<file path="src/rtl/h2b_pkg.sv">
// ============================================================================
// h2b_pkg
// Shared types, constants and the texel packing function of the bump-map block.
// ============================================================================
`default_nettype none

package h2b_pkg;

    localparam int unsigned MAX_WIDTH_DEF = 4096;

    localparam int CFG_W    = 13;
    localparam int FMT_W    = 2;
    localparam int SAMPLE_W = 8;
    localparam int TEXEL_W  = 32;

    // Output queue depth: one entry on show, one draining, one for the beat in flight
    localparam int OUTQ_DEPTH = 3;
    localparam int OUTQ_PW    = $clog2(OUTQ_DEPTH);
    localparam int OUTQ_CW    = $clog2(OUTQ_DEPTH + 1);

    // Register indexes on the configuration port
    localparam logic [1:0] REG_WIDTH  = 2'd0;
    localparam logic [1:0] REG_HEIGHT = 2'd1;
    localparam logic [1:0] REG_FORMAT = 2'd2;

    // Texel packing codes
    localparam logic [FMT_W-1:0] FMT_U8V8     = 2'd0;
    localparam logic [FMT_W-1:0] FMT_L6V5U5   = 2'd1;
    localparam logic [FMT_W-1:0] FMT_X8L8V8U8 = 2'd2;

    localparam logic [SAMPLE_W-1:0] LIGHT_RAISED = 8'd63;
    localparam logic [SAMPLE_W-1:0] LIGHT_FLAT   = 8'd127;

    // Cross neighbourhood captured when a sample is taken
    typedef struct packed {
        logic [SAMPLE_W-1:0] centre;
        logic [SAMPLE_W-1:0] left;
        logic [SAMPLE_W-1:0] up;
        logic [SAMPLE_W-1:0] down;
        logic                clamp_right;
        logic                last;
    } h2b_nbhd_t;

    function automatic logic [TEXEL_W-1:0] pack_texel(
        input logic signed [SAMPLE_W:0] du,
        input logic signed [SAMPLE_W:0] dv,
        input logic [SAMPLE_W-1:0]      light,
        input logic [FMT_W-1:0]         fmt
    );
        logic [TEXEL_W-1:0] t;
        begin
            case (fmt)
                FMT_U8V8:
                    t = {16'd0, dv[7:0], du[7:0]};
                FMT_L6V5U5:
                    t = {16'd0, light[7:2], dv[7:3], du[7:3]};
                FMT_X8L8V8U8:
                    t = {8'd0, light, dv[7:0], du[7:0]};
                default:
                    t = '0;
            endcase
            return t;
        end
    endfunction

endpackage

`default_nettype wire

</file>
<file path="src/rtl/h2b_gradient.sv">
// ============================================================================
// h2b_gradient
// Gradient and light value of one pixel, packed into a texel.
// ============================================================================
`default_nettype none

module h2b_gradient
    import h2b_pkg::*;
(
    input  wire h2b_nbhd_t                nbhd,
    input  wire logic [SAMPLE_W-1:0]      right_sample,
    input  wire logic [FMT_W-1:0]         fmt,
    output logic      [TEXEL_W-1:0]       texel
);

    logic [SAMPLE_W-1:0]      right;
    logic signed [SAMPLE_W:0] du_plain;
    logic signed [SAMPLE_W:0] du_left;
    logic signed [SAMPLE_W:0] du_right;
    logic signed [SAMPLE_W:0] du;
    logic signed [SAMPLE_W:0] dv;
    logic                     valley;
    logic [SAMPLE_W-1:0]      light;

    always_comb
    begin
        right    = nbhd.clamp_right ? nbhd.centre : right_sample;
        du_plain = $signed({1'b0, nbhd.left} - {1'b0, right});
        du_left  = $signed({1'b0, nbhd.left} - {1'b0, nbhd.centre});
        du_right = $signed({1'b0, nbhd.centre} - {1'b0, right});
        valley   = (nbhd.centre < nbhd.left) && (nbhd.centre < right);
        // at a valley take the greater of the two signed one-sided slopes
        if (valley)
        begin
            du = (du_left < du_right) ? du_right : du_left;
        end
        else
        begin
            du = du_plain;
        end
        dv    = $signed({1'b0, nbhd.down} - {1'b0, nbhd.up});
        light = (nbhd.centre > 8'd1) ? LIGHT_RAISED : LIGHT_FLAT;
        texel = pack_texel(du, dv, light, fmt);
    end

endmodule

`default_nettype wire

</file>
<file path="config.mk">
export PLATFORM = sky130hd
export DESIGN_NAME = h2b_gradient
export DESIGN_NICKNAME = d
export VERILOG_FILES = /design/src/rtl/h2b_pkg.sv /design/src/rtl/h2b_gradient.sv
export SDC_FILE = /design/constraint.sdc
export NUM_CORES = 1
export LEC_CHECK = 0
export BUFFER_PORTS_ARGS = -buffer_cell sky130_fd_sc_hd__buf_2
export CELL_PAD_IN_SITES_DETAIL_PLACEMENT = 1
export CELL_PAD_IN_SITES_GLOBAL_PLACEMENT = 1
export CORE_ASPECT_RATIO = 0.8
export CORE_MARGIN = 2
export CORE_UTILIZATION = 37
export DETAILED_ROUTE_END_ITERATION = 10
export PLACE_DENSITY = 0.93
export SLEW_MARGIN = 20
export SYNTH_ARGS = -nofsm -noshare
export SYNTH_HDL_FRONTEND = slang
export SYNTH_SLANG_ARGS = --single-unit
</file>
<file path="constraint.sdc">
create_clock -name vclk -period 6.2
set_clock_uncertainty 0.05 [all_clocks]
set_input_delay 0.62 -clock vclk [all_inputs]
set_output_delay 0.62 -clock vclk [all_outputs]
set_load 0.005 [all_outputs]
</file>
==> impl_metrics.env, run 1 <==
export IMPL_status="finished clean"
export IMPL_cp_max_fo=9
export IMPL_fp_dieH_um=70.22
export IMPL_final_cells=395
export IMPL_crit_arrival_ns=4.69
export IMPL_clock_buffers=0
export IMPL_syn_avg_cell_area_sq_um=7.429
export IMPL_drtIter0Drc=97
export IMPL_maxCapViolCount=0
export IMPL_postSynthCellCount=273
export IMPL_post_cts_buffers=0
export IMPL_vias=2106
export IMPL_dieArea_sq_um=6093
export IMPL_place_hpwl_um=5720
export IMPL_io_pins=76
export IMPL_gp_congestion=0.8820
export IMPL_wl_per_cell_um=16.20
export IMPL_setup_viol=0
export IMPL_drt_wl_total_um=6398
export IMPL_rsz0062_at_grt="no"
export IMPL_grtUsageTotal_pct=20.75
export IMPL_yosysTopAreaCell="ha_1"
export IMPL_cp_data_required_time_ns=5.53
export IMPL_power_combinational_fraction_pct=100.0
export IMPL_antenna_left=0
export IMPL_cts_hold_buffers=0
export IMPL_grt_pass1_vias=2166
export IMPL_p_per_area_nw_per_um2=147.7
export IMPL_seq_cell_count=0
export IMPL_nets=418
export IMPL_coreArea_sq_um=5375
export IMPL_die_width_um=86.78
export IMPL_area_delta_synth_final_pct=16.04
export IMPL_numPortBuffers=66
export IMPL_regArea_sq_um=0
export IMPL_crit_path_start_kind="input port"
export IMPL_tightest_slew_ns=0.8000
export IMPL_grt_max_degree=18
export IMPL_diodes=0
export IMPL_power_leakage_nw=1.286
export IMPL_hold_violations=0
export IMPL_synth_top_area_share_pct=23.44
export IMPL_initial_utilization_pct=37.73
export IMPL_postCtsResizedCells=0
export IMPL_crit_path_end_kind="primary output"
export IMPL_yosys_top_cells_count="38 x ha_1, 38 x inv_1, 17 x mux2i_1"
export IMPL_critPathLaunch="nbhd[1]"
export IMPL_ir_drop_mv=0.06416
export IMPL_intPower_uw=153.3
export IMPL_total_power_uw=347.6
export IMPL_antenna_found_initial=0
export IMPL_drt_pass1_iter_count=4
export IMPL_hold_path_class="in -> out"
export IMPL_period_minus_slack_ns=5.361
export IMPL_switching_share_pct=55.89
export IMPL_synth_area_leaders="ha_1 23%, mux2i_1 8.4%, inv_1 7.0%, xnor2_1 6.0%, buf_4 5.2%"
export IMPL_vias_per_cell=5.332
export IMPL_drc=0
export IMPL_layout_worst_path_cycle_share_pct=86.47
export IMPL_synth_cell_types=49
export IMPL_placed_cells=395
export IMPL_seq_area_frac_synth_pct=0
export IMPL_maxSlewViolCount=0
export IMPL_syn_area_sq_um=2028
export IMPL_grt_pass1_wl_um=10260
export IMPL_drive_gt1_share_pct=22.42
export IMPL_critPathKind="in -> out"
export IMPL_slew_limit_headroom_pct=46.26
export IMPL_power_share_sequential_pct=0
export IMPL_setup_tns_ns=0
export IMPL_clkPwrFrac_pct=0
export IMPL_max_freq_mhz=186.5
export IMPL_overflow=0
export IMPL_num_rows=24
export IMPL_fill_cells=709
export IMPL_min_from="fmt[1]"
export IMPL_synth_warnings=0
export IMPL_p_switching_uw=194.3
## routing by layer
layer | vias to the layer above | share of wire [%] | track usage [%]
met1 | 985 | 49 | 29.59
met3 | 8 | 3.0 | 0.9456
met5 | - | 0 | 0
li1 | 1063 | - | -
met2 | 50 | 47 | 35.56
met4 | 0 | 1.1 | 2.257
## layout make-up
type	instances	area (sq um)	share of cell area, %
inverter	39	146.4	6.220
timing repair buffer	66	330.3	14.04
multi-input combinational	225	1795	76.29
tap	65	81.33	3.456
## power groups by stage
stage	Combinational [mW]	Sequential (mW)	Clock [mW]
6_report	0.348	0	0
4_1_cts	0.345	0	0
3_5_place_dp	0.343	0	0
3_3_place_gp	0.323	0	0
2_1_floorplan	0.244	0	0
5_1_grt	0.384	0	0
## cell families after synthesis
family | share of synthesized area (%)
buffers and inverters | 12.95
multiplexers | 11.72
XOR/XNOR | 8.637
AND/OR/NAND/NOR | 17.09
AO/OA/AOI/OAI | 22.02
other | 0.1849
adder cells (fa/ha/maj) | 27.39
## path summary, 6_finish.rpt
path	to	slack [ns]	depth (start not counted)
setup / recovery	texel[0]	0.84	17
hold / removal	texel[14]	1.58	5
## cell usage in the layout, fill, tap and decap left out, drive strengths merged, types with 2 or more instances in the layout
cell / count
nand2: 8
o2bb2ai: 3
mux2i: 17
inv: 39
o22ai: 7
o21bai: 2
ha: 38
nor3: 7
a31oi: 3
nand3b: 2
nand2b: 4
a21oi: 14
and3: 3
o21ai: 18
nor2b: 9
or2: 2
buf: 66
o21a: 4
o211ai: 3
mux2: 6
nand3: 4
nor4: 2
nor2: 12
a21o: 6
xnor2: 14
o2111ai: 2
nand4: 3
a211oi: 3
conb: 9
xor2: 6
or3: 2
fa: 4
## critical path, stage by stage
cell and delay [ns]:
buf_2 0.26, mux2i_1 0.47, ha_1 0.32, nor2b_1 0.16, o2111ai_1 0.24, nand2_1 0.10, o21ai_1 0.17, xor2_1 0.24
ha_1 0.31, a211oi_1 0.29, mux2i_1 0.12, a41oi_1 0.25, o21ai_2 0.22, mux2_2 0.31, mux2_1 0.29, o22ai_1 0.16
buf_2 0.15
## metrics by stage
step	hold slack (ns)	cell area (sq um)	setup WS (ns)	utilization, %
6_report	1.576	2354	0.8387	43.78
5_1_grt	1.621	2354	0.5728	43.78
4_1_cts	1.572	2354	0.8974	43.78
3_5_place_dp	1.570	2354	0.9108	43.78
3_3_place_gp	1.576	2354	1.148	43.78
2_1_floorplan	1.250	2058	1.408	-
No activity file was read; power rests on OpenSTA's default activity.
==> run 2, diff against run 1 <==
==> constraint.sdc (replaced) <==
create_clock -name vclk -period 6.2
set_clock_uncertainty 0.05 [all_clocks]
set_input_delay 0 -clock vclk [all_inputs]
set_output_delay 0 -clock vclk [all_outputs]
set_load 0.005 [all_outputs]
==> impl_metrics.env, run 2 (synthesis gave the netlist of run 1 again) <==
export IMPL_status="finished clean"
export IMPL_wl_met1_um=3075
export IMPL_gp_congestion=0.8793
export IMPL_fp_dieH_um=70.22
export IMPL_drtIter0Drc=81
export IMPL_max_freq_mhz=246.6
export IMPL_cts_hold_buffers=0
export IMPL_antenna_found_initial=0
export IMPL_seq_cell_count=0
export IMPL_fin_area_sq_um=2354
export IMPL_crit_path_end_kind="primary output"
export IMPL_wl_per_cell_um=16.10
export IMPL_rsz0062_at_grt="no"
export IMPL_maxUsedRoutingLayer="met4"
export IMPL_antenna_left=0
export IMPL_drt_wl_total_um=6360
export IMPL_place_hpwl_um=5693
export IMPL_drc=0
export IMPL_grtUsageTotal_pct=20.86
export IMPL_routed_wl_met2_um=3025
export IMPL_drt_pass1_iter_count=4
export IMPL_crit_arrival_ns=4.00
export IMPL_p_per_area_nw_per_um2=148.0
export IMPL_pre_cts_slack_ns=2.199
export IMPL_hold_path_class="in -> out"
export IMPL_maxSlewViolCount=0
export IMPL_dieArea_sq_um=6093
export IMPL_layout_worst_path_cycle_share_pct=65.40
export IMPL_cp_data_required_time_ns=6.15
export IMPL_slew_limit_headroom_pct=48.73
export IMPL_crit_path_start_kind="input port"
export IMPL_critPathKind="in -> out"
export IMPL_hold_depth=4
export IMPL_regArea_sq_um=0
export IMPL_maxCapViolCount=0
export IMPL_ir_drop_mv=0.06077
export IMPL_vias_per_cell=5.438
export IMPL_nets=418
export IMPL_num_rows=24
export IMPL_hold_violations=0
export IMPL_vias=2148
export IMPL_power_leakage_nw=1.286
export IMPL_setup_ws_ns=2.145
export IMPL_area_delta_synth_final_pct=16.04
export IMPL_tightest_slew_ns=0.7633
export IMPL_diodes=0
export IMPL_post_cts_buffers=0
export IMPL_grt_max_degree=18
export IMPL_cp_max_fo=9
export IMPL_coreArea_sq_um=5375
export IMPL_total_power_uw=348.4
export IMPL_clock_buffers=0
export IMPL_postCtsResizedCells=0
export IMPL_io_pins=76
export IMPL_die_width_um=86.78
export IMPL_setup_tns_ns=0
export IMPL_met3_length_um=226
export IMPL_grt_pass1_vias=2272
export IMPL_fill_cells=717
export IMPL_period_minus_slack_ns=4.055
export IMPL_setup_viol=0
export IMPL_final_common_cell="buf_2"
export IMPL_place_area_sq_um=2354
export IMPL_drive_gt1_share_pct=22.42
export IMPL_overflow=0
export IMPL_grt_pass1_wl_um=10440
export IMPL_final_cell_mix="66 x buf_2, 38 x inv_1, 38 x ha_1"
export IMPL_initial_utilization_pct=37.73
export IMPL_numPortBuffers=66
run 2: cell counts in the layout (fill, tap and decap cells not counted):
Identical to the previous run, type by type.
run 2: layout make-up:
cell class                 count  area [sq um]  share of cell area (%)
multi-input combinational    225          1795                   76.29
timing repair buffer          66         330.3                   14.04
inverter                      39         146.4                   6.220
tap                           65         81.33                   3.456
run 2: routing by layer:
metal,vias to the layer above,track usage [%]
met5,-,0
met4,0,1.389
met3,4,0.4728
met2,45,36.92
met1,1028,29.39
li1,1071,-
run 2: metrics by stage:
step / util (%) / hold WS, ns / cells
after global placement: 43.78 / 0.3357 / 395
after global routing: 43.78 / 0.3963 / 395
after floorplan: - / 0.01039 / 281
final: 43.78 / 0.3537 / 395
after detailed placement: 43.78 / 0.3392 / 395
after CTS: 43.78 / 0.3421 / 395
run 2: critical path, cell delays in order:
cell and delay, ns:
buf_2 0.25, mux2i_1 0.45, ha_1 0.31, nor2b_1 0.15, o2111ai_1 0.24, nand2_1 0.12, o21ai_1 0.18, xor2_1 0.25
ha_1 0.31, a211oi_1 0.28, mux2i_1 0.12, a41oi_1 0.20, o21ai_2 0.22, mux2_2 0.32, mux2_1 0.29, o22ai_1 0.14
buf_2 0.15
run 2: final timing paths:
check | startpoint | end | slack, ns
setup / recovery | nbhd[1] | texel[0] | 2.15
hold / removal | nbhd[10] | texel[8] | 0.35
run 2: power by group:
part | switching [mW] | leakage, nW | internal, mW
clock network | 0 | 0 | 0
logic | 0.195 | 1.29 | 0.154
registers | 0 | 0 | 0
total | 0.195 | 1.29 | 0.154
==> run 3, diff against run 2 <==
Settings changed: CORE_UTILIZATION 37 to 33, PLACE_DENSITY 0.93 to 0.88.
Clock period 6.2 ns to 3.51 ns, I/O delays scaled along.
==> impl_metrics.env, run 3 (synthesis gave the netlist of run 1 again) <==
export IMPL_initial_utilization_pct=34.31
export IMPL_final_util_pct=47.81
export IMPL_crit_path_start_kind="input port"
export IMPL_slew_limit_headroom_pct=44.27
export IMPL_diodes=0
export IMPL_ir_drop_mv=0.1112
export IMPL_drtIter0Drc=92
export IMPL_drt_wl_total_um=7865
export IMPL_regArea_sq_um=0
export IMPL_crit_path_end_kind="primary output"
export IMPL_io_pins=76
export IMPL_place_hpwl_um=6313
export IMPL_num_rows=25
export IMPL_grt_pass1_wl_um=11930
export IMPL_period_minus_slack_ns=3.395
export IMPL_hold_path_class="in -> out"
export IMPL_cp_max_fo=6
export IMPL_rsz0062_at_grt="yes"
export IMPL_pre_cts_slack_ns=-0.2833
export IMPL_grtUsageTotal_pct=21.94
export IMPL_die_width_um=91.65
export IMPL_maxSlewViolCount=0
export IMPL_nets=443
export IMPL_grt_max_degree=18
export IMPL_gp_congestion=0.9493
export IMPL_critPathKind="in -> out"
export IMPL_crit_arrival_ns=3.34
export IMPL_antenna_left=0
export IMPL_layout_worst_path_cycle_share_pct=96.72
export IMPL_drt_pass1_iter_count=4
export IMPL_coreArea_sq_um=5912
export IMPL_clock_buffers=0
export IMPL_grt_pass1_vias=2386
export IMPL_maxCapViolCount=0
export IMPL_status="finished clean"
export IMPL_hold_violations=0
export IMPL_area_delta_synth_final_pct=39.36
export IMPL_power_leakage_nw=1.436
export IMPL_setup_ws_ns=0.1153
export IMPL_drive_gt1_share_pct=36.90
export IMPL_numPortBuffers=66
export IMPL_overflow=0
export IMPL_seq_cell_count=0
export IMPL_antenna_found_initial=0
export IMPL_cp_data_required_time_ns=3.46
export IMPL_p_per_area_nw_per_um2=297.2
export IMPL_final_common_cell="buf_2"
export IMPL_drc=0
export IMPL_vias_per_cell=5.429
export IMPL_dieArea_sq_um=6793
export IMPL_final_cell_mix="65 x buf_2, 37 x inv_1, 31 x ha_1"
export IMPL_vias=2367
export IMPL_setup_viol=0
export IMPL_max_freq_mhz=294.6
export IMPL_wl_per_cell_um=18.04
export IMPL_tightest_slew_ns=0.8297
export IMPL_fp_dieH_um=74.12
export IMPL_fill_cells=757
## run 3: cell count changes in the layout (fill, tap and decap cells not counted), moves of 3 or more
cell,delta
buf_4,+22
ha_1,-7
ha_4,+6
mux2i_1,-5
a211oi_1,-3
a211oi_2,+3
mux2_4,+3
mux2i_2,+3
## run 3: critical path, cell delays in order
cell      delay (ns)
buf_12          0.11
buf_8           0.11
mux2i_4         0.25
ha_4            0.23
and3_4          0.18
a21oi_2         0.14
nand2_2         0.09
o21ai_2         0.17
xor2_1          0.20
ha_1            0.29
a211oi_2        0.20
mux2i_1         0.12
a41oi_2         0.23
o21ai_4         0.16
buf_6           0.15
mux2i_1         0.10
mux2_1          0.31
o22ai_1         0.14
buf_2           0.15
## run 3: final timing paths
kind     from   endpoint  cells past startpoint  slack [ns]
max   nbhd[1]   texel[1]                     19        0.12
min    fmt[1]  texel[14]                      5        0.34
## run 3: report_power, final
group | total (mW) | switching [mW] | internal, mW
clock | 0 | 0 | 0
sequential | 0 | 0 | 0
combinational | 0.840 | 0.432 | 0.408
## run 3: layout make-up
cell class         count  area (sq um)  area share [%]
inverters             39         146.4           5.179
well taps             81         101.3           3.586
repair buffers        91         548.0           19.39
multi-input cells    225          2031           71.85
## run 3: metrics by stage
stage	hold WS [ns]	instance area (sq um)	instances	total power, mW	setup TNS (ns)
floorplan	0.01039	2059	281	0.4313	0
global placement	0.3525	2479	425	0.6275	-0.001051
detailed placement	0.3393	2479	425	0.6687	-1.449
CTS	0.3400	2604	428	0.7341	0
global route	0.4138	2826	436	0.9110	-0.2520
finish	0.3438	2826	436	0.8401	0
## run 3: routing by layer
metal | GRT usage [%] | vias to the layer above | routed length, um
met4 | 7.407 | 0 | 260
met1 | 28.86 | 1136 | 3372
met5 | 0 | - | 0
met2 | 38.32 | 94 | 3757
li1 | - | 1116 | -
met3 | 2.026 | 21 | 474
## run 3: repair_timing
action,in CTS,in global routing
endpoints found under the hold margin,0,0
pin swaps,5,17
endpoints found under the setup margin,8,8
buffers inserted,3,8
gates resized for setup,19,34
hold buffers,0,0
