$ cat src/rtl/h2b_pkg.sv
// ============================================================================
// h2b_pkg
// Shared types, constants and the texel packing function of the bump-map block.
// ============================================================================
`default_nettype none

package h2b_pkg;

    localparam int unsigned MAX_WIDTH_DEF = 4096;

    localparam int CFG_W    = 13;
    localparam int FMT_W    = 2;
    localparam int SAMPLE_W = 8;
    localparam int TEXEL_W  = 32;

    // Output queue depth: one entry on show, one draining, one for the beat in flight
    localparam int OUTQ_DEPTH = 3;
    localparam int OUTQ_PW    = $clog2(OUTQ_DEPTH);
    localparam int OUTQ_CW    = $clog2(OUTQ_DEPTH + 1);

    // Register indexes on the configuration port
    localparam logic [1:0] REG_WIDTH  = 2'd0;
    localparam logic [1:0] REG_HEIGHT = 2'd1;
    localparam logic [1:0] REG_FORMAT = 2'd2;

    // Texel packing codes
    localparam logic [FMT_W-1:0] FMT_U8V8     = 2'd0;
    localparam logic [FMT_W-1:0] FMT_L6V5U5   = 2'd1;
    localparam logic [FMT_W-1:0] FMT_X8L8V8U8 = 2'd2;

    localparam logic [SAMPLE_W-1:0] LIGHT_RAISED = 8'd63;
    localparam logic [SAMPLE_W-1:0] LIGHT_FLAT   = 8'd127;

    // Cross neighbourhood captured when a sample is taken
    typedef struct packed {
        logic [SAMPLE_W-1:0] centre;
        logic [SAMPLE_W-1:0] left;
        logic [SAMPLE_W-1:0] up;
        logic [SAMPLE_W-1:0] down;
        logic                clamp_right;
        logic                last;
    } h2b_nbhd_t;

    function automatic logic [TEXEL_W-1:0] pack_texel(
        input logic signed [SAMPLE_W:0] du,
        input logic signed [SAMPLE_W:0] dv,
        input logic [SAMPLE_W-1:0]      light,
        input logic [FMT_W-1:0]         fmt
    );
        logic [TEXEL_W-1:0] t;
        begin
            case (fmt)
                FMT_U8V8:
                    t = {16'd0, dv[7:0], du[7:0]};
                FMT_L6V5U5:
                    t = {16'd0, light[7:2], dv[7:3], du[7:3]};
                FMT_X8L8V8U8:
                    t = {8'd0, light, dv[7:0], du[7:0]};
                default:
                    t = '0;
            endcase
            return t;
        end
    endfunction

endpackage

`default_nettype wire

$ cat src/rtl/h2b_out_queue.sv
// ============================================================================
// h2b_out_queue
// Small output queue that parts the compute stage from the result channel.
// ============================================================================
`default_nettype none

module h2b_out_queue
    import h2b_pkg::*;
(
    input  wire logic                  clk,
    input  wire logic                  rst_n,
    input  wire logic                  push,
    input  wire logic [TEXEL_W-1:0]    push_texel,
    input  wire logic                  push_last,
    input  wire logic                  take,
    output logic      [OUTQ_CW-1:0]    count,
    output logic                       valid,
    output logic      [TEXEL_W-1:0]    texel,
    output logic                       last
);

    logic [TEXEL_W-1:0] texel_mem [OUTQ_DEPTH];
    logic               last_mem  [OUTQ_DEPTH];
    logic [OUTQ_PW-1:0] head_reg;
    logic [OUTQ_PW-1:0] head_next;
    logic [OUTQ_PW-1:0] tail_reg;
    logic [OUTQ_PW-1:0] tail_next;
    logic [OUTQ_CW-1:0] count_reg;
    logic [OUTQ_CW-1:0] count_next;
    logic               pop;

    assign valid = (count_reg != '0);
    assign pop   = valid && take;
    assign count = count_reg;
    assign texel = texel_mem[head_reg];
    assign last  = last_mem[head_reg];

    always_comb
    begin
        head_next  = head_reg;
        tail_next  = tail_reg;
        count_next = count_reg;
        if (pop)
        begin
            head_next = (head_reg == OUTQ_PW'(OUTQ_DEPTH - 1)) ? '0 : head_reg + 1'b1;
        end
        if (push)
        begin
            tail_next = (tail_reg == OUTQ_PW'(OUTQ_DEPTH - 1)) ? '0 : tail_reg + 1'b1;
        end
        if (push && !pop)
        begin
            count_next = count_reg + 1'b1;
        end
        else if (pop && !push)
        begin
            count_next = count_reg - 1'b1;
        end
    end

    always_ff @(posedge clk or negedge rst_n)
    begin
        if (!rst_n)
        begin
            head_reg  <= '0;
            tail_reg  <= '0;
            count_reg <= '0;
        end
        else
        begin
            head_reg  <= head_next;
            tail_reg  <= tail_next;
            count_reg <= count_next;
        end
    end

    always_ff @(posedge clk)
    begin
        if (push)
        begin
            texel_mem[tail_reg] <= push_texel;
            last_mem[tail_reg]  <= push_last;
        end
    end

endmodule

`default_nettype wire

$ cat config.mk
export PLATFORM = sky130hd
export DESIGN_NAME = h2b_out_queue
export DESIGN_NICKNAME = d
export VERILOG_FILES = /design/src/rtl/h2b_pkg.sv /design/src/rtl/h2b_out_queue.sv
export SDC_FILE = /design/constraint.sdc
export NUM_CORES = 1
export LEC_CHECK = 0
export ABC_AREA = 1
export CAP_MARGIN = 0
export CORE_MARGIN = 2
export CORE_UTILIZATION = 60
export CTS_BUF_LIST = sky130_fd_sc_hd__clkbuf_8
export DETAILED_ROUTE_END_ITERATION = 10
export DONT_BUFFER_PORTS = 1
export MAX_ROUTING_LAYER = met4
export PLACE_DENSITY = 0.74
export REMOVE_ABC_BUFFERS = 1
export SLEW_MARGIN = 20
export SYNTH_ARGS = -nofsm -noshare
export SYNTH_HDL_FRONTEND = slang
export SYNTH_SLANG_ARGS = --single-unit
$ cat constraint.sdc
create_clock -name clk -period 2.6 [get_ports clk]
set_clock_uncertainty 0.1 [all_clocks]
set_input_delay 0.13 -clock clk [delete_from_list [all_inputs] [get_ports clk]]
set_output_delay 0.13 -clock clk [all_outputs]
set_load 0.02 [all_outputs]
==> results of run 1 <==
==> worst max-delay path by stage <==
stage                startpoint          end  slack, ns  depth (start not counted)
global placement       count[0]     count[1]       0.78                          8
detailed placement     count[0]     count[1]       0.75                          8
floorplan           tail_reg[0]  last_mem[1]       0.27                          2
finish              head_reg[1]    texel[10]       0.40                          5
CTS                 head_reg[1]    texel[10]       0.39                          5
global route        head_reg[1]     texel[3]       0.30                          5
==> Yosys cell counts, drive strengths merged <==
cell and count:
nand2 111, edfxtp 99, nand3 37, buf 8
inv 8, dfrtp 6, nor2 4, clkbuf 2
a21boi 1, ha 1, nand4 1, o21ai 1
xnor2 1
==> repair_timing <==
item / in CTS / in global routing
hold buffers: 37 / 0
endpoints found under the hold margin: 110 / 0
buffers inserted: 0 / 0
==> layout make-up <==
cell class | instances | area, um2 | area share, %
Clock buffer | 9 | 124 | 2.72
Sequential cell | 105 | 3120 | 68.7
Timing Repair Buffer | 46 | 438 | 9.63
Tap cell | 77 | 96.3 | 2.12
Multi-Input combinational cell | 157 | 687 | 15.1
Clock inverter | 6 | 48.8 | 1.07
Inverter | 8 | 30.0 | 0.660
==> critical path: cells and delay by family (launching register included) <==
kind	cells	cell delay [ns]
buffers and inverters	2	0.58
AND/OR/NAND/NOR	3	0.53
flip-flops	1	0.51
==> where the power goes <==
part | switching, mW | internal [mW] | total, mW
Sequential | 0.151 | 2.23 | 2.38
Combinational | 1.36 | 0.394 | 1.76
Clock | 0.474 | 0.424 | 0.898
Total | 1.99 | 3.05 | 5.03
==> kinds of logic after synthesis <==
family	synth area share, %
AND/OR/NAND/NOR	16.5
AO/OA/AOI/OAI	0.323
flip-flops	80.6
buffers and inverters	2.07
adder cells (fa/ha/maj)	0.323
XOR/XNOR	0.226
==> stage by stage <==
stage	instance area, um2	power (mW)	util [%]	std cells
finish	4550	5.03	72.0	408
global route	4550	5.32	72.0	408
CTS	4550	5.07	72.0	408
detailed placement	4000	4.13	63.4	356
global placement	4000	4.11	63.4	356
floorplan	3820	3.69	-	270
==> placed cells by master (no fill, tap or decap) <==
cell,count
a21boi_0,1
buf_4,9
bufinv_16,1
clkbuf_8,9
clkinv_1,1
dfrtp_1,6
dlygate4sd3_1,37
edfxtp_1,99
ha_1,1
inv_1,11
inv_2,1
nand2_1,111
nand3_1,37
nand4_1,1
nor2_4,4
o21ai_0,1
xnor2_1,1
==> layer usage <==
metal / GRT usage (%) / vias up / share of wire [%]
li1: - / 1066 / -
met1: 26.2 / 1080 / 40
met2: 35.4 / 80 / 52
met4: 9.24 / 0 / 2.0
met3: 3.93 / 12 / 5.5
met5: - / - / 0
==> impl_results.html, run 1 <==
<table>
<tr><th>Metric</th><th>Value</th></tr>
<tr><th colspan="2">Final layout</th></tr>
<tr><td>Top flop regs</td><td>texel_mem x96, last_mem x3</td></tr>
<tr><td>Number of flip-flops in the largest register</td><td>96</td></tr>
<tr><td>Layout Area Growth over Synthesis</td><td>17.3%</td></tr>
<tr><td>Diode count</td><td>0</td></tr>
<tr><td>Filler cell count in the final layout</td><td>427</td></tr>
<tr><td>Most flop-heavy register</td><td>texel_mem</td></tr>
<tr><td>Fraction of layout instances using a drive strength above 1</td><td>7.25%</td></tr>
<tr><td>Fin nets</td><td>365</td></tr>
<tr><th colspan="2">Clocking</th></tr>
<tr><td>Number of resized instances in the post-cts repair step</td><td>0</td></tr>
<tr><td>Clock-pin slew reported for the worst setup and hold paths after clock tree synthesis</td><td>0.09 ns</td></tr>
<tr><td>CTS Root Buffer Type</td><td>clkbuf_8</td></tr>
<tr><td>Num Clock Sinks</td><td>105</td></tr>
<tr><td>CTS tree</td><td>built</td></tr>
<tr><td>Max Buffers Root-to-Sink</td><td>2</td></tr>
<tr><td>Number of buffers created by CTS</td><td>9</td></tr>
<tr><td>Insertion delay of the later-clocked pin in the worst-skew pair</td><td>0.35 ns</td></tr>
<tr><td>Number of levels the H-tree was split into</td><td>3</td></tr>
<tr><th colspan="2">Detailed routing</th></tr>
<tr><td>First drt pass iteration count</td><td>4</td></tr>
<tr><td>Via count normalized by instance count</td><td>approximately 5.5</td></tr>
<tr><td>Via count of the routed design</td><td>2238</td></tr>
<tr><td>Violation count after the first detailed-route iteration</td><td>around 190</td></tr>
<tr><td>Remaining routing DRC violations</td><td>0</td></tr>
<tr><td>Routed wire length</td><td>6.96 mm</td></tr>
<tr><td>Antenna violation net count after detailed routing</td><td>0</td></tr>
<tr><td>WL/cell</td><td>17.1 um</td></tr>
<tr><th colspan="2">Die</th></tr>
<tr><td>Die area</td><td>0.00712 mm2</td></tr>
<tr><td>Floorplan die width</td><td>about 84 um</td></tr>
<tr><td>Core footprint</td><td>roughly 0.0063 mm2</td></tr>
<tr><td>Ports</td><td>73</td></tr>
<tr><td>Starting Density</td><td>61.4%</td></tr>
<tr><td>Number of rows in the core area</td><td>29</td></tr>
<tr><td>Die height</td><td>84.4 um</td></tr>
<tr><th colspan="2">Min path</th></tr>
<tr><td>Worst min-delay path startpoint</td><td>push_texel[14]</td></tr>
<tr><td>Worst Hold Path EP</td><td>texel_mem[2][14]</td></tr>
<tr><td>Hold Path Stages</td><td>1</td></tr>
<tr><td>Classification of the worst-slack hold path</td><td>primary input to register</td></tr>
<tr><th colspan="2">Logic synthesis</th></tr>
<tr><td>#FFs+latches synth</td><td>105</td></tr>
<tr><td>Top-area cell type share of the netlist area</td><td>76.7%</td></tr>
<tr><td>Post-synthesis instance total</td><td>280</td></tr>
<tr><td>Synthesis Warnings</td><td>0</td></tr>
<tr><td>Syn Std Cell Area</td><td>0.00387 mm2</td></tr>
<tr><td>Synth cell types</td><td>16</td></tr>
<tr><td>Largest cells by area after synthesis</td><td>edfxtp_1 (77%), nand2_1 (11%), nand3_1 (4.8%)</td></tr>
<tr><td>Post-synthesis cell type with the largest combined area</td><td>edfxtp_1</td></tr>
<tr><td>Average cell area after synthesis</td><td>between 10 and 15 um2</td></tr>
<tr><td>Fraction of the yosys area taken by sequential cells</td><td>80.6%</td></tr>
<tr><th colspan="2">Timing</th></tr>
<tr><td>Setup total negative slack</td><td>0 ns</td></tr>
<tr><td>Number of failing hold endpoints at the final stage</td><td>0</td></tr>
<tr><td>Slew at the pin closest to its max-slew limit</td><td>0.581 ns</td></tr>
<tr><td>Max-slew headroom at the worst pin</td><td>61.2%</td></tr>
<tr><td>Fmax</td><td>approximately 450 MHz</td></tr>
<tr><td>Number of slew-limit violations in the final report</td><td>0</td></tr>
<tr><td>Final min period</td><td>2.20 ns</td></tr>
<tr><td>Setup ws final</td><td>between 0.4 and 0.5 ns</td></tr>
<tr><td>Post-route fraction of the period consumed by the critical path</td><td>84.6%</td></tr>
<tr><td>Setup repair after global routing missed its margin</td><td>false</td></tr>
<tr><td>Final setup violating endpoints</td><td>0</td></tr>
<tr><td>Hold_ws</td><td>0.356 ns</td></tr>
<tr><th colspan="2">Setup path</th></tr>
<tr><td>Origin of the critical flop-to-flop path</td><td>count[0]</td></tr>
<tr><td>Required time at the endpoint of the critical path</td><td>2.37 ns</td></tr>
<tr><td>Endpoint of the worst register-to-register path</td><td>count[1]</td></tr>
<tr><td>Most used cell along the critical path</td><td>buf_4</td></tr>
<tr><td>Worst setup SP type</td><td>register</td></tr>
<tr><td>Crit path cell chain</td><td>buf_4 -&gt; nor2_4 -&gt; buf_4 -&gt; nand2_1 -&gt; nand3_1</td></tr>
<tr><td>Kind of end point of the critical path</td><td>output port</td></tr>
<tr><td>Critical path data arrival time</td><td>slightly below 2 ns</td></tr>
<tr><td>Delay of the slowest cell on the worst path</td><td>0.51 ns</td></tr>
<tr><td>Peak fanout along the critical path</td><td>26</td></tr>
<tr><td>Worst R2R Setup Slack</td><td>0.74 ns</td></tr>
<tr><td>Critical path's slowest cell</td><td>dfrtp_1</td></tr>
<tr><td>Category of the most critical setup path</td><td>register to output port</td></tr>
<tr><td>Length in cells of the worst reg-to-reg path</td><td>8</td></tr>
<tr><th colspan="2">Pwr</th></tr>
<tr><td>Maximum VDD drop</td><td>865 uV</td></tr>
<tr><td>Leakage</td><td>1.68 nW</td></tr>
<tr><td>Power per standard cell area</td><td>1110 mW/mm2</td></tr>
<tr><th colspan="2">Global route</th></tr>
<tr><td>Global-route wire length before repair</td><td>11.0 mm</td></tr>
<tr><td>GRT Total Usage</td><td>between 20% and 30%</td></tr>
<tr><td>Initial antenna violation count</td><td>0</td></tr>
<tr><td>Pin count of the biggest net entering global routing</td><td>28</td></tr>
<tr><td>Via count of the first global-routing pass</td><td>2244</td></tr>
<tr><td>Remaining Overflow, GRT</td><td>0</td></tr>
<tr><th colspan="2">Placed design</th></tr>
<tr><td>Routability congestion estimate from global placement</td><td>around 0.75</td></tr>
<tr><td>Detailed Place HPWL</td><td>about 4.2 mm</td></tr>
<tr><td>Minimum setup slack after placement</td><td>approximately 0.75 ns</td></tr>
<tr><td># port buffers</td><td>0</td></tr>
<tr><th colspan="2">Job</th></tr>
<tr><td>Max_cap viols</td><td>0</td></tr>
<tr><th colspan="2">Status</th></tr>
<tr><td>Result of the run</td><td>completed</td></tr>
</table>
Note: power is estimated with default switching activity, not from simulation.
==> run 2, diff against run 1 <==
--- a/config.mk
+++ b/config.mk
@@ -5,15 +5,15 @@
 export SDC_FILE = /design/constraint.sdc
 export NUM_CORES = 1
 export LEC_CHECK = 0
-export ABC_AREA = 1
+export ABC_AREA = 0
 export CAP_MARGIN = 0
 export CORE_MARGIN = 2
-export CORE_UTILIZATION = 60
+export CORE_UTILIZATION = 59
 export CTS_BUF_LIST = sky130_fd_sc_hd__clkbuf_8
 export DETAILED_ROUTE_END_ITERATION = 10
 export DONT_BUFFER_PORTS = 1
 export MAX_ROUTING_LAYER = met4
-export PLACE_DENSITY = 0.74
+export PLACE_DENSITY = 0.76
 export REMOVE_ABC_BUFFERS = 1
 export SLEW_MARGIN = 20
 export SYNTH_ARGS = -nofsm -noshare
==> constraint.sdc (replaced) <==
create_clock -name clk -period 1.95 [get_ports clk]
set_clock_uncertainty 0.1 [all_clocks]
set_input_delay 0.0975 -clock clk [delete_from_list [all_inputs] [get_ports clk]]
set_output_delay 0.0975 -clock clk [all_outputs]
set_load 0.02 [all_outputs]
==> run 2 against run 1 <==
Area after synthesis rose by 2.8%. Non-clock buffer count up 6. Synthesized cell count is 16% lower. Wire length down 3.9%. Setup slack worse by 0.31 ns. Cell count fell by 10%.
==> impl_results.html, run 2 <==
<table>
<tr><th>Metric</th><th>Value</th></tr>
<tr><th colspan="2">Logic synthesis</th></tr>
<tr><td>Largest cells by area after synthesis</td><td>edfxtp_1 (75%), mux2i_1 (8.3%), dfrtp_1 (3.8%)</td></tr>
<tr><td>List of most frequent post-synthesis cells</td><td>edfxtp_1 (99), nand2_1 (35), mux2i_1 (33)</td></tr>
<tr><td>#FFs+latches synth</td><td>105 (unchanged)</td></tr>
<tr><td>Syn Std Cell Area</td><td>0.00398 mm2 (+2.8%)</td></tr>
<tr><td>Post-synthesis instance total</td><td>234 (-16%)</td></tr>
<tr><td>Average cell area after synthesis</td><td>17.0 um2 (+23%)</td></tr>
<tr><td>Number of synthesized flops with an enable pin</td><td>99 (unchanged)</td></tr>
<tr><td>Most frequent cell after synthesis</td><td>edfxtp_1</td></tr>
<tr><td>Post-synthesis cell type with the largest combined area</td><td>edfxtp_1</td></tr>
<tr><td>Synthesis Warnings</td><td>0 (unchanged)</td></tr>
<tr><td>Proportion of register bits with asynchronous set or reset after synthesis</td><td>5.71% (unchanged)</td></tr>
<tr><td>Top-area cell type share of the netlist area</td><td>74.6% (-2.1 points)</td></tr>
<tr><td>Fraction of the yosys area taken by sequential cells</td><td>78.4% (-2.2 points)</td></tr>
<tr><td>Primary flip-flop cell chosen by synthesis mapping</td><td>edfxtp_1</td></tr>
<tr><td>Synth cell types</td><td>23 (+7)</td></tr>
<tr><th colspan="2">Min path</th></tr>
<tr><td>Worst min-delay path startpoint</td><td>push</td></tr>
<tr><td>Classification of the worst-slack hold path</td><td>primary input to register</td></tr>
<tr><th colspan="2">Global route</th></tr>
<tr><td>Grt met3 use</td><td>5.87% (+1.9 points)</td></tr>
<tr><td>Via count of the first global-routing pass</td><td>2040 (-9.1%)</td></tr>
<tr><td>Global-route wire length before repair</td><td>10.2 mm (-7.9%)</td></tr>
<tr><td>GR Util met2</td><td>31.1% (-4.3 points)</td></tr>
<tr><td>Initial antenna violation count</td><td>0 (unchanged)</td></tr>
<tr><td>GRT Total Usage</td><td>19.5% (-1.8 points)</td></tr>
<tr><td>Most crowded layer after global routing</td><td>met2</td></tr>
<tr><td>Pin count of the biggest net entering global routing</td><td>43 (+54%)</td></tr>
<tr><td>Remaining Overflow, GRT</td><td>0 (unchanged)</td></tr>
<tr><td>Global Route met1 Usage</td><td>24.2% (-2.0 points)</td></tr>
<tr><th colspan="2">Die</th></tr>
<tr><td>Die height</td><td>86.2 um (+2.1%)</td></tr>
<tr><td>Number of rows in the core area</td><td>29 (unchanged)</td></tr>
<tr><td>Core footprint</td><td>0.00642 mm2 (+1.7%)</td></tr>
<tr><td>Starting Density</td><td>62.0% (+0.64 points)</td></tr>
<tr><td>Ports</td><td>73 (unchanged)</td></tr>
<tr><td>Floorplan die width</td><td>86.2 um (+2.1%)</td></tr>
<tr><td>Die area</td><td>0.00742 mm2 (+4.3%)</td></tr>
<tr><th colspan="2">Setup path</th></tr>
<tr><td>Category of the most critical setup path</td><td>register to output port</td></tr>
<tr><td>Worst setup SP type</td><td>register</td></tr>
<tr><td>Critical path's slowest cell</td><td>dfrtp_4</td></tr>
<tr><td>Family with the most delay on the worst path</td><td>flip-flops</td></tr>
<tr><td>Critical path data arrival time</td><td>1.66 ns (-0.31 ns)</td></tr>
<tr><td>Peak fanout along the critical path</td><td>42 (+62%)</td></tr>
<tr><td>Crit path cell chain</td><td>buf_12 -&gt; o21ai_1</td></tr>
<tr><td>Delay of the slowest cell on the worst path</td><td>0.62 ns (+0.11 ns)</td></tr>
<tr><td>Required time at the endpoint of the critical path</td><td>1.75 ns (-0.62 ns)</td></tr>
<tr><td>Origin of the critical flop-to-flop path</td><td>count[0]</td></tr>
<tr><td>Worst Path Buf+Inv</td><td>1 (-1)</td></tr>
<tr><td>Kind of end point of the critical path</td><td>output port</td></tr>
<tr><td>Launching instance or port of the critical path</td><td>head_reg[1]</td></tr>
<tr><th colspan="2">Clocking</th></tr>
<tr><td>CTS Root Buffer Type</td><td>clkbuf_8</td></tr>
<tr><td>Clock-pin slew reported for the worst setup and hold paths after clock tree synthesis</td><td>0.10 ns (about the same)</td></tr>
<tr><td>CTS tree</td><td>built</td></tr>
<tr><td>Number of levels the H-tree was split into</td><td>3 (unchanged)</td></tr>
<tr><td>Max Buffers Root-to-Sink</td><td>2 (unchanged)</td></tr>
<tr><td>Number of buffers created by CTS</td><td>9 (unchanged)</td></tr>
<tr><td>Post-CTS setup repair buffer count</td><td>0 (unchanged)</td></tr>
<tr><td>Num Clock Sinks</td><td>105 (unchanged)</td></tr>
<tr><td>Insertion delay of the later-clocked pin in the worst-skew pair</td><td>0.35 ns (about the same)</td></tr>
<tr><th colspan="2">Final layout</th></tr>
<tr><td>Layout Area Growth over Synthesis</td><td>18.7%</td></tr>
<tr><td>Fin nets</td><td>324 (-11%)</td></tr>
<tr><td>Number of flip-flops in the largest register</td><td>96 (unchanged)</td></tr>
<tr><td>Fraction of layout instances using a drive strength above 1</td><td>13.4% (+6.2 points)</td></tr>
<tr><td>Top flop regs</td><td>texel_mem x96, last_mem x3</td></tr>
<tr><td>Filler cell count in the final layout</td><td>398 (-6.8%)</td></tr>
<tr><td>Most common cell after layout, fill and taps aside</td><td>edfxtp_1</td></tr>
<tr><td>Most flop-heavy register</td><td>texel_mem</td></tr>
<tr><td>Diode count</td><td>0 (unchanged)</td></tr>
<tr><td>Most frequent cells in the layout</td><td>edfxtp_1 (99), dlygate4sd3_1 (37), nand2_1 (35), mux2i_1 (33), o21ai_1 (25)</td></tr>
<tr><td>Final standard cell utilization of the core</td><td>73.6% (+1.6 points)</td></tr>
<tr><th colspan="2">Timing</th></tr>
<tr><td>Final setup violating endpoints</td><td>0 (unchanged)</td></tr>
<tr><td>Number of failing hold endpoints at the final stage</td><td>0 (unchanged)</td></tr>
<tr><td>Fmax</td><td>537 MHz</td></tr>
<tr><td>Number of slew-limit violations in the final report</td><td>0 (unchanged)</td></tr>
<tr><td>Setup ws final</td><td>0.0881 ns (-0.313 ns)</td></tr>
<tr><td>Final min period</td><td>1.86 ns</td></tr>
<tr><td>Post-route fraction of the period consumed by the critical path</td><td>95.5%</td></tr>
<tr><td>Max-slew headroom at the worst pin</td><td>65.3% (+4.1 points)</td></tr>
<tr><td>Setup repair after global routing missed its margin</td><td>false</td></tr>
<tr><td>Slew at the pin closest to its max-slew limit</td><td>0.517 ns (-0.0640 ns)</td></tr>
<tr><th colspan="2">Pwr</th></tr>
<tr><td>Leakage</td><td>1.66 nW (-1.4%)</td></tr>
<tr><td>Maximum VDD drop</td><td>866 uV (about the same)</td></tr>
<tr><td>Power per standard cell area</td><td>1440 mW/mm2 (+30%)</td></tr>
<tr><th colspan="2">Placed design</th></tr>
<tr><td>Minimum setup slack after placement</td><td>0.382 ns (-0.365 ns)</td></tr>
<tr><td>Detailed Place HPWL</td><td>3.84 mm (-8.0%)</td></tr>
<tr><td>Routability congestion estimate from global placement</td><td>0.689 (-7.9%)</td></tr>
<tr><td># port buffers</td><td>0 (unchanged)</td></tr>
<tr><th colspan="2">Detailed routing</th></tr>
<tr><td>First drt pass iteration count</td><td>4 (unchanged)</td></tr>
<tr><td>Via count of the routed design</td><td>2018 (-9.8%)</td></tr>
<tr><td>Routed wire length</td><td>6.70 mm (-3.9%)</td></tr>
<tr><td>Via count normalized by instance count</td><td>5.50 (+0.24%)</td></tr>
<tr><td>Violation count after the first detailed-route iteration</td><td>153 (-18%)</td></tr>
<tr><td>Remaining routing DRC violations</td><td>0 (unchanged)</td></tr>
<tr><td>WL/cell</td><td>18.2 um (+6.9%)</td></tr>
<tr><td>Antenna violation net count after detailed routing</td><td>0 (unchanged)</td></tr>
<tr><th colspan="2">Status</th></tr>
<tr><td>Result of the run</td><td>completed</td></tr>
<tr><th colspan="2">Job</th></tr>
<tr><td>Max_cap viols</td><td>0 (unchanged)</td></tr>
</table>
-- run 2: cell count changes after synthesis, sizes merged, moves of 2 or more --
cell   previous run  this run
o21ai             1        35
mux2i             0        33
nor3              0         2
nor2              4         2
nand3            37         0
xor2              0         2
inv               8         1
nand2           111        35
a21o              0         3
-- run 2: repair_timing --
action,in CTS,in global routing
endpoints found under the setup margin,0,21
hold endpoints to repair,110,0
resized for setup,0,1
hold buffers,37,0
-- run 2: kinds of logic after synthesis --
kind of cell	share of synthesized area (%)
AO/OA/AOI/OAI	5.34
XOR/XNOR	0.660
adder cells (fa/ha/maj)	0.314
buffers and inverters	2.73
flip-flops	78.4
multiplexers	8.29
AND/OR/NAND/NOR	4.24
-- run 2: per-stage QoR --
| stage | hold slack (ns) | TNS (ns) | area [um2] | instances | power (mW) |
|---|---|---|---|---|---|
| 4_1_cts | 0.155 | 0 | 4720 | 367 | 6.83 |
| 5_1_grt | 0.154 | 0 | 4730 | 367 | 7.12 |
| 2_1_floorplan | -0.298 | -113.39 | 3880 | 223 | 4.79 |
| 6_report | 0.156 | 0 | 4730 | 367 | 6.79 |
| 3_5_place_dp | -0.298 | 0 | 4140 | 315 | 5.39 |
| 3_3_place_gp | -0.298 | 0 | 4140 | 315 | 5.32 |
-- run 2: path summary, 6_finish.rpt --
check,slack [ns],depth (start not counted),to
max,0.09,2,texel[27]
min,0.16,3,texel_mem[1][30]
max reg2reg,0.37,4,count[1]
min reg2reg,0.48,1,tail_reg[0]
max in group asynchronous,1.02,2,head_reg[1]
min in group asynchronous,0.48,2,head_reg[1]
-- run 2: worst reg2reg max path: cells and delay by family, from the launching register on --
family | cells | cell delay (ns)
compound gates | 1 | 0.28
flops | 1 | 0.51
fa+ha+maj | 1 | 0.30
xor+xnor | 1 | 0.16
simple gates | 1 | 0.15
-- run 2: power breakdown --
group          total (mW)  internal [mW]  switching (mW)
clock network        1.40          0.711           0.684
registers            3.16           2.91           0.256
logic                2.24          0.736            1.50
-- run 2: layout make-up --
cell class | count | area (um2) | area share (%)
clock buffers | 9 | 124 | 2.62
clock inverters | 6 | 85.1 | 1.80
inverters | 1 | 3.75 | 0.0794
multi-input cells | 117 | 768 | 16.3
flip-flops and latches | 105 | 3130 | 66.2
well taps | 77 | 96.3 | 2.04
repair buffers | 52 | 520 | 11.0
-- run 2: metal layers --
| layer | vias to the layer above | share of wire, % |
|---|---|---|
| met1 | 976 | 44 |
| met4 | 0 | 1.1 |
| met3 | 9 | 5.2 |
| met2 | 55 | 49 |
| met5 | - | 0 |
| li1 | 978 | - |
==> run 3, diff against run 2 <==
--- a/config.mk
+++ b/config.mk
@@ -14,6 +14,7 @@
 export DONT_BUFFER_PORTS = 1
 export MAX_ROUTING_LAYER = met4
 export PLACE_DENSITY = 0.76
+export RECOVER_POWER = 50
 export REMOVE_ABC_BUFFERS = 1
 export SLEW_MARGIN = 20
 export SYNTH_ARGS = -nofsm -noshare
==> run 3 against run 2 <==
Combinational power hardly changed. Global-route usage stayed put. Worst hold slack better by 0.16 ns.
==> impl_results.html, run 3 (synthesis results as in run 2) <==
<table>
<tr><th>Metric</th><th>Value</th></tr>
<tr><th colspan="2">Placed design</th></tr>
<tr><td># port buffers</td><td>0 (unchanged)</td></tr>
<tr><td>Dpl cell area</td><td>0.00414 mm2 (unchanged)</td></tr>
<tr><td>Number of instances in the placed design</td><td>315 (unchanged)</td></tr>
<tr><td>Routability congestion estimate from global placement</td><td>0.689 (unchanged)</td></tr>
<tr><td>Minimum setup slack after placement</td><td>0.382 ns (unchanged)</td></tr>
<tr><td>Detailed Place HPWL</td><td>3.84 mm (unchanged)</td></tr>
<tr><th colspan="2">Final layout</th></tr>
<tr><td>Layout Area Growth over Synthesis</td><td>18.4%</td></tr>
<tr><td>Fin nets</td><td>324 (unchanged)</td></tr>
<tr><td>Diode count</td><td>0 (unchanged)</td></tr>
<tr><td>Post-route cell area</td><td>0.00471 mm2 (-0.24%)</td></tr>
<tr><td>Non-filler instance count after layout</td><td>367 (unchanged)</td></tr>
<tr><td>Top flop regs</td><td>texel_mem x96, last_mem x3</td></tr>
<tr><td>FF/Latch Area</td><td>0.00313 mm2 (unchanged)</td></tr>
<tr><td>Filler cell count in the final layout</td><td>402 (+1.0%)</td></tr>
<tr><td>Most frequent cells in the layout</td><td>edfxtp_1 (99), dlygate4sd3_1 (37), nand2_1 (35), mux2i_1 (33), o21ai_1 (25)</td></tr>
<tr><td>Most flop-heavy register</td><td>texel_mem</td></tr>
<tr><td>Footprint of the multi-input gates</td><td>764 um2 (-0.49%)</td></tr>
<tr><td>Number of flip-flops in the largest register</td><td>96 (unchanged)</td></tr>
<tr><td>Fraction of layout instances using a drive strength above 1</td><td>13.1% (-0.34 points)</td></tr>
<tr><td>Most common cell after layout, fill and taps aside</td><td>edfxtp_1</td></tr>
<tr><th colspan="2">Detailed routing</th></tr>
<tr><td>WL/cell</td><td>18.2 um (about the same)</td></tr>
<tr><td>Antenna violation net count after detailed routing</td><td>0 (unchanged)</td></tr>
<tr><td>Via count normalized by instance count</td><td>5.51 (+0.30%)</td></tr>
<tr><td>Remaining routing DRC violations</td><td>0 (unchanged)</td></tr>
<tr><td>Violation count after the first detailed-route iteration</td><td>160 (+4.6%)</td></tr>
<tr><td>First drt pass iteration count</td><td>4 (unchanged)</td></tr>
<tr><td>Via count of the routed design</td><td>2024 (+0.30%)</td></tr>
<tr><td>Routed wire length</td><td>6.69 mm (about the same)</td></tr>
<tr><th colspan="2">Global route</th></tr>
<tr><td>Remaining Overflow, GRT</td><td>0 (unchanged)</td></tr>
<tr><td>Via count of the first global-routing pass</td><td>2040 (unchanged)</td></tr>
<tr><td>Global-route wire length before repair</td><td>10.2 mm (unchanged)</td></tr>
<tr><td>Pin count of the biggest net entering global routing</td><td>43 (unchanged)</td></tr>
<tr><td>GRT Total Usage</td><td>19.5% (unchanged)</td></tr>
<tr><td>Initial antenna violation count</td><td>0 (unchanged)</td></tr>
<tr><th colspan="2">Setup path</th></tr>
<tr><td>Peak fanout along the critical path</td><td>42 (unchanged)</td></tr>
<tr><td>Worst setup SP type</td><td>register</td></tr>
<tr><td>Category of the most critical setup path</td><td>register to output port</td></tr>
<tr><td>Critical path data arrival time</td><td>1.67 ns (about the same)</td></tr>
<tr><td>Endpoint of the worst register-to-register path</td><td>count[1]</td></tr>
<tr><td>Worst R2R Setup Slack</td><td>0.11 ns (-0.26 ns)</td></tr>
<tr><td>Origin of the critical flop-to-flop path</td><td>count[0]</td></tr>
<tr><td>Length in cells of the worst reg-to-reg path</td><td>4 (unchanged)</td></tr>
<tr><td>Required time at the endpoint of the critical path</td><td>1.75 ns (about the same)</td></tr>
<tr><td>Kind of end point of the critical path</td><td>output port</td></tr>
<tr><th colspan="2">Job</th></tr>
<tr><td>Max_cap viols</td><td>0 (unchanged)</td></tr>
<tr><th colspan="2">Min path</th></tr>
<tr><td>Worst Hold Path EP</td><td>texel_mem[0][6]</td></tr>
<tr><td>Worst min-delay path startpoint</td><td>push_texel[6]</td></tr>
<tr><td>Hold Path Stages</td><td>1 (-2)</td></tr>
<tr><td>Classification of the worst-slack hold path</td><td>primary input to register</td></tr>
<tr><th colspan="2">Clocking</th></tr>
<tr><td>Post-CTS setup repair buffer count</td><td>0 (unchanged)</td></tr>
<tr><td>Num Clock Sinks</td><td>105 (unchanged)</td></tr>
<tr><td>Insertion delay of the later-clocked pin in the worst-skew pair</td><td>0.35 ns (about the same)</td></tr>
<tr><td>Clock-pin slew reported for the worst setup and hold paths after clock tree synthesis</td><td>0.10 ns (about the same)</td></tr>
<tr><td>Number of buffers created by CTS</td><td>9 (unchanged)</td></tr>
<tr><td>Max Buffers Root-to-Sink</td><td>2 (unchanged)</td></tr>
<tr><td>CTS Root Buffer Type</td><td>clkbuf_8</td></tr>
<tr><td>Number of levels the H-tree was split into</td><td>3 (unchanged)</td></tr>
<tr><td>CTS tree</td><td>built</td></tr>
<tr><th colspan="2">Timing</th></tr>
<tr><td>Final setup violating endpoints</td><td>0 (unchanged)</td></tr>
<tr><td>Number of slew-limit violations in the final report</td><td>0 (unchanged)</td></tr>
<tr><td>Fmax</td><td>536 MHz (-0.24%)</td></tr>
<tr><td>Number of failing hold endpoints at the final stage</td><td>0 (unchanged)</td></tr>
<tr><td>Max-slew headroom at the worst pin</td><td>64.9% (-0.44 points)</td></tr>
<tr><td>Hold_ws</td><td>0.313 ns (+0.157 ns)</td></tr>
<tr><td>Post-route fraction of the period consumed by the critical path</td><td>95.7% (+0.23 points)</td></tr>
<tr><td>Setup repair after global routing missed its margin</td><td>false</td></tr>
<tr><td>Slew at the pin closest to its max-slew limit</td><td>0.521 ns (+0.00459 ns)</td></tr>
<tr><td>Final min period</td><td>1.87 ns (+0.00447 ns)</td></tr>
<tr><td>Setup ws final</td><td>0.0836 ns (-0.00447 ns)</td></tr>
<tr><td>Setup total negative slack</td><td>0 ns (unchanged)</td></tr>
<tr><th colspan="2">Die</th></tr>
<tr><td>Die area</td><td>0.00742 mm2 (unchanged)</td></tr>
<tr><td>Die height</td><td>86.2 um (unchanged)</td></tr>
<tr><td>Ports</td><td>73 (unchanged)</td></tr>
<tr><td>Core footprint</td><td>0.00642 mm2 (unchanged)</td></tr>
<tr><td>Number of rows in the core area</td><td>29 (unchanged)</td></tr>
<tr><td>Floorplan die width</td><td>86.2 um (unchanged)</td></tr>
<tr><td>Starting Density</td><td>62.0% (unchanged)</td></tr>
<tr><th colspan="2">Status</th></tr>
<tr><td>Result of the run</td><td>completed</td></tr>
<tr><th colspan="2">Pwr</th></tr>
<tr><td>Leakage</td><td>1.65 nW (-0.20%)</td></tr>
<tr><td>Power per standard cell area</td><td>1440 mW/mm2 (about the same)</td></tr>
<tr><td>Maximum VDD drop</td><td>867 uV (+0.12%)</td></tr>
</table>
-- run 3: layout make-up --
type | count | area share [%]
Tap cell | 77 | 2.04
Timing Repair Buffer | 52 | 10.9
Inverter | 1 | 0.0796
Sequential cell | 105 | 66.3
Clock inverter | 6 | 1.80
Multi-Input combinational cell | 117 | 16.2
Clock buffer | 9 | 2.63
-- run 3: worst max-delay path by stage --
stage,to,start,slack (ns),cells past startpoint
finish,texel[27],head_reg[1],0.08,2
global route,texel[27],head_reg[1],0.02,2
CTS,texel[1],head_reg[1],0.04,4
detailed placement,count[1],count[0],0.38,4
global placement,count[1],count[0],0.46,5
floorplan,last_mem[2],tail_reg[0],-1.49,1
-- run 3: routing by layer --
| metal | wire length, um | global-route usage [%] |
|---|---|---|
| met2 | 3310 | 31.1 |
| met5 | 0 | - |
| met3 | 390 | 5.87 |
| met4 | 70 | 6.49 |
| met1 | 2920 | 24.2 |
-- run 3: through the flow --
stage / total power, mW / util [%]
detailed placement: 5.39 / 64.5
floorplan: 4.79 / -
global route: 7.10 / 73.4
global placement: 5.32 / 64.5
finish: 6.78 / 73.4
CTS: 6.83 / 73.5
-- run 3: repair_timing --
| action | CTS | global route |
|---|---|---|
| setup endpoints to repair | 0 | 21 |
| gates resized for setup | 0 | 1 |
| hold buffers | 37 | 0 |
| hold endpoints to repair | 110 | 0 |
-- run 3: power breakdown --
group	leakage (nW)	total (mW)	switching, mW	internal [mW]
registers	0.984	3.16	0.252	2.91
logic	0.562	2.22	1.50	0.724
clock network	0.106	1.40	0.685	0.711
-- run 3: critical path: stages (launching register included) --
cell and delay [ns]:
dfrtp_4 0.63, buf_12 0.23, o21ai_1 0.45
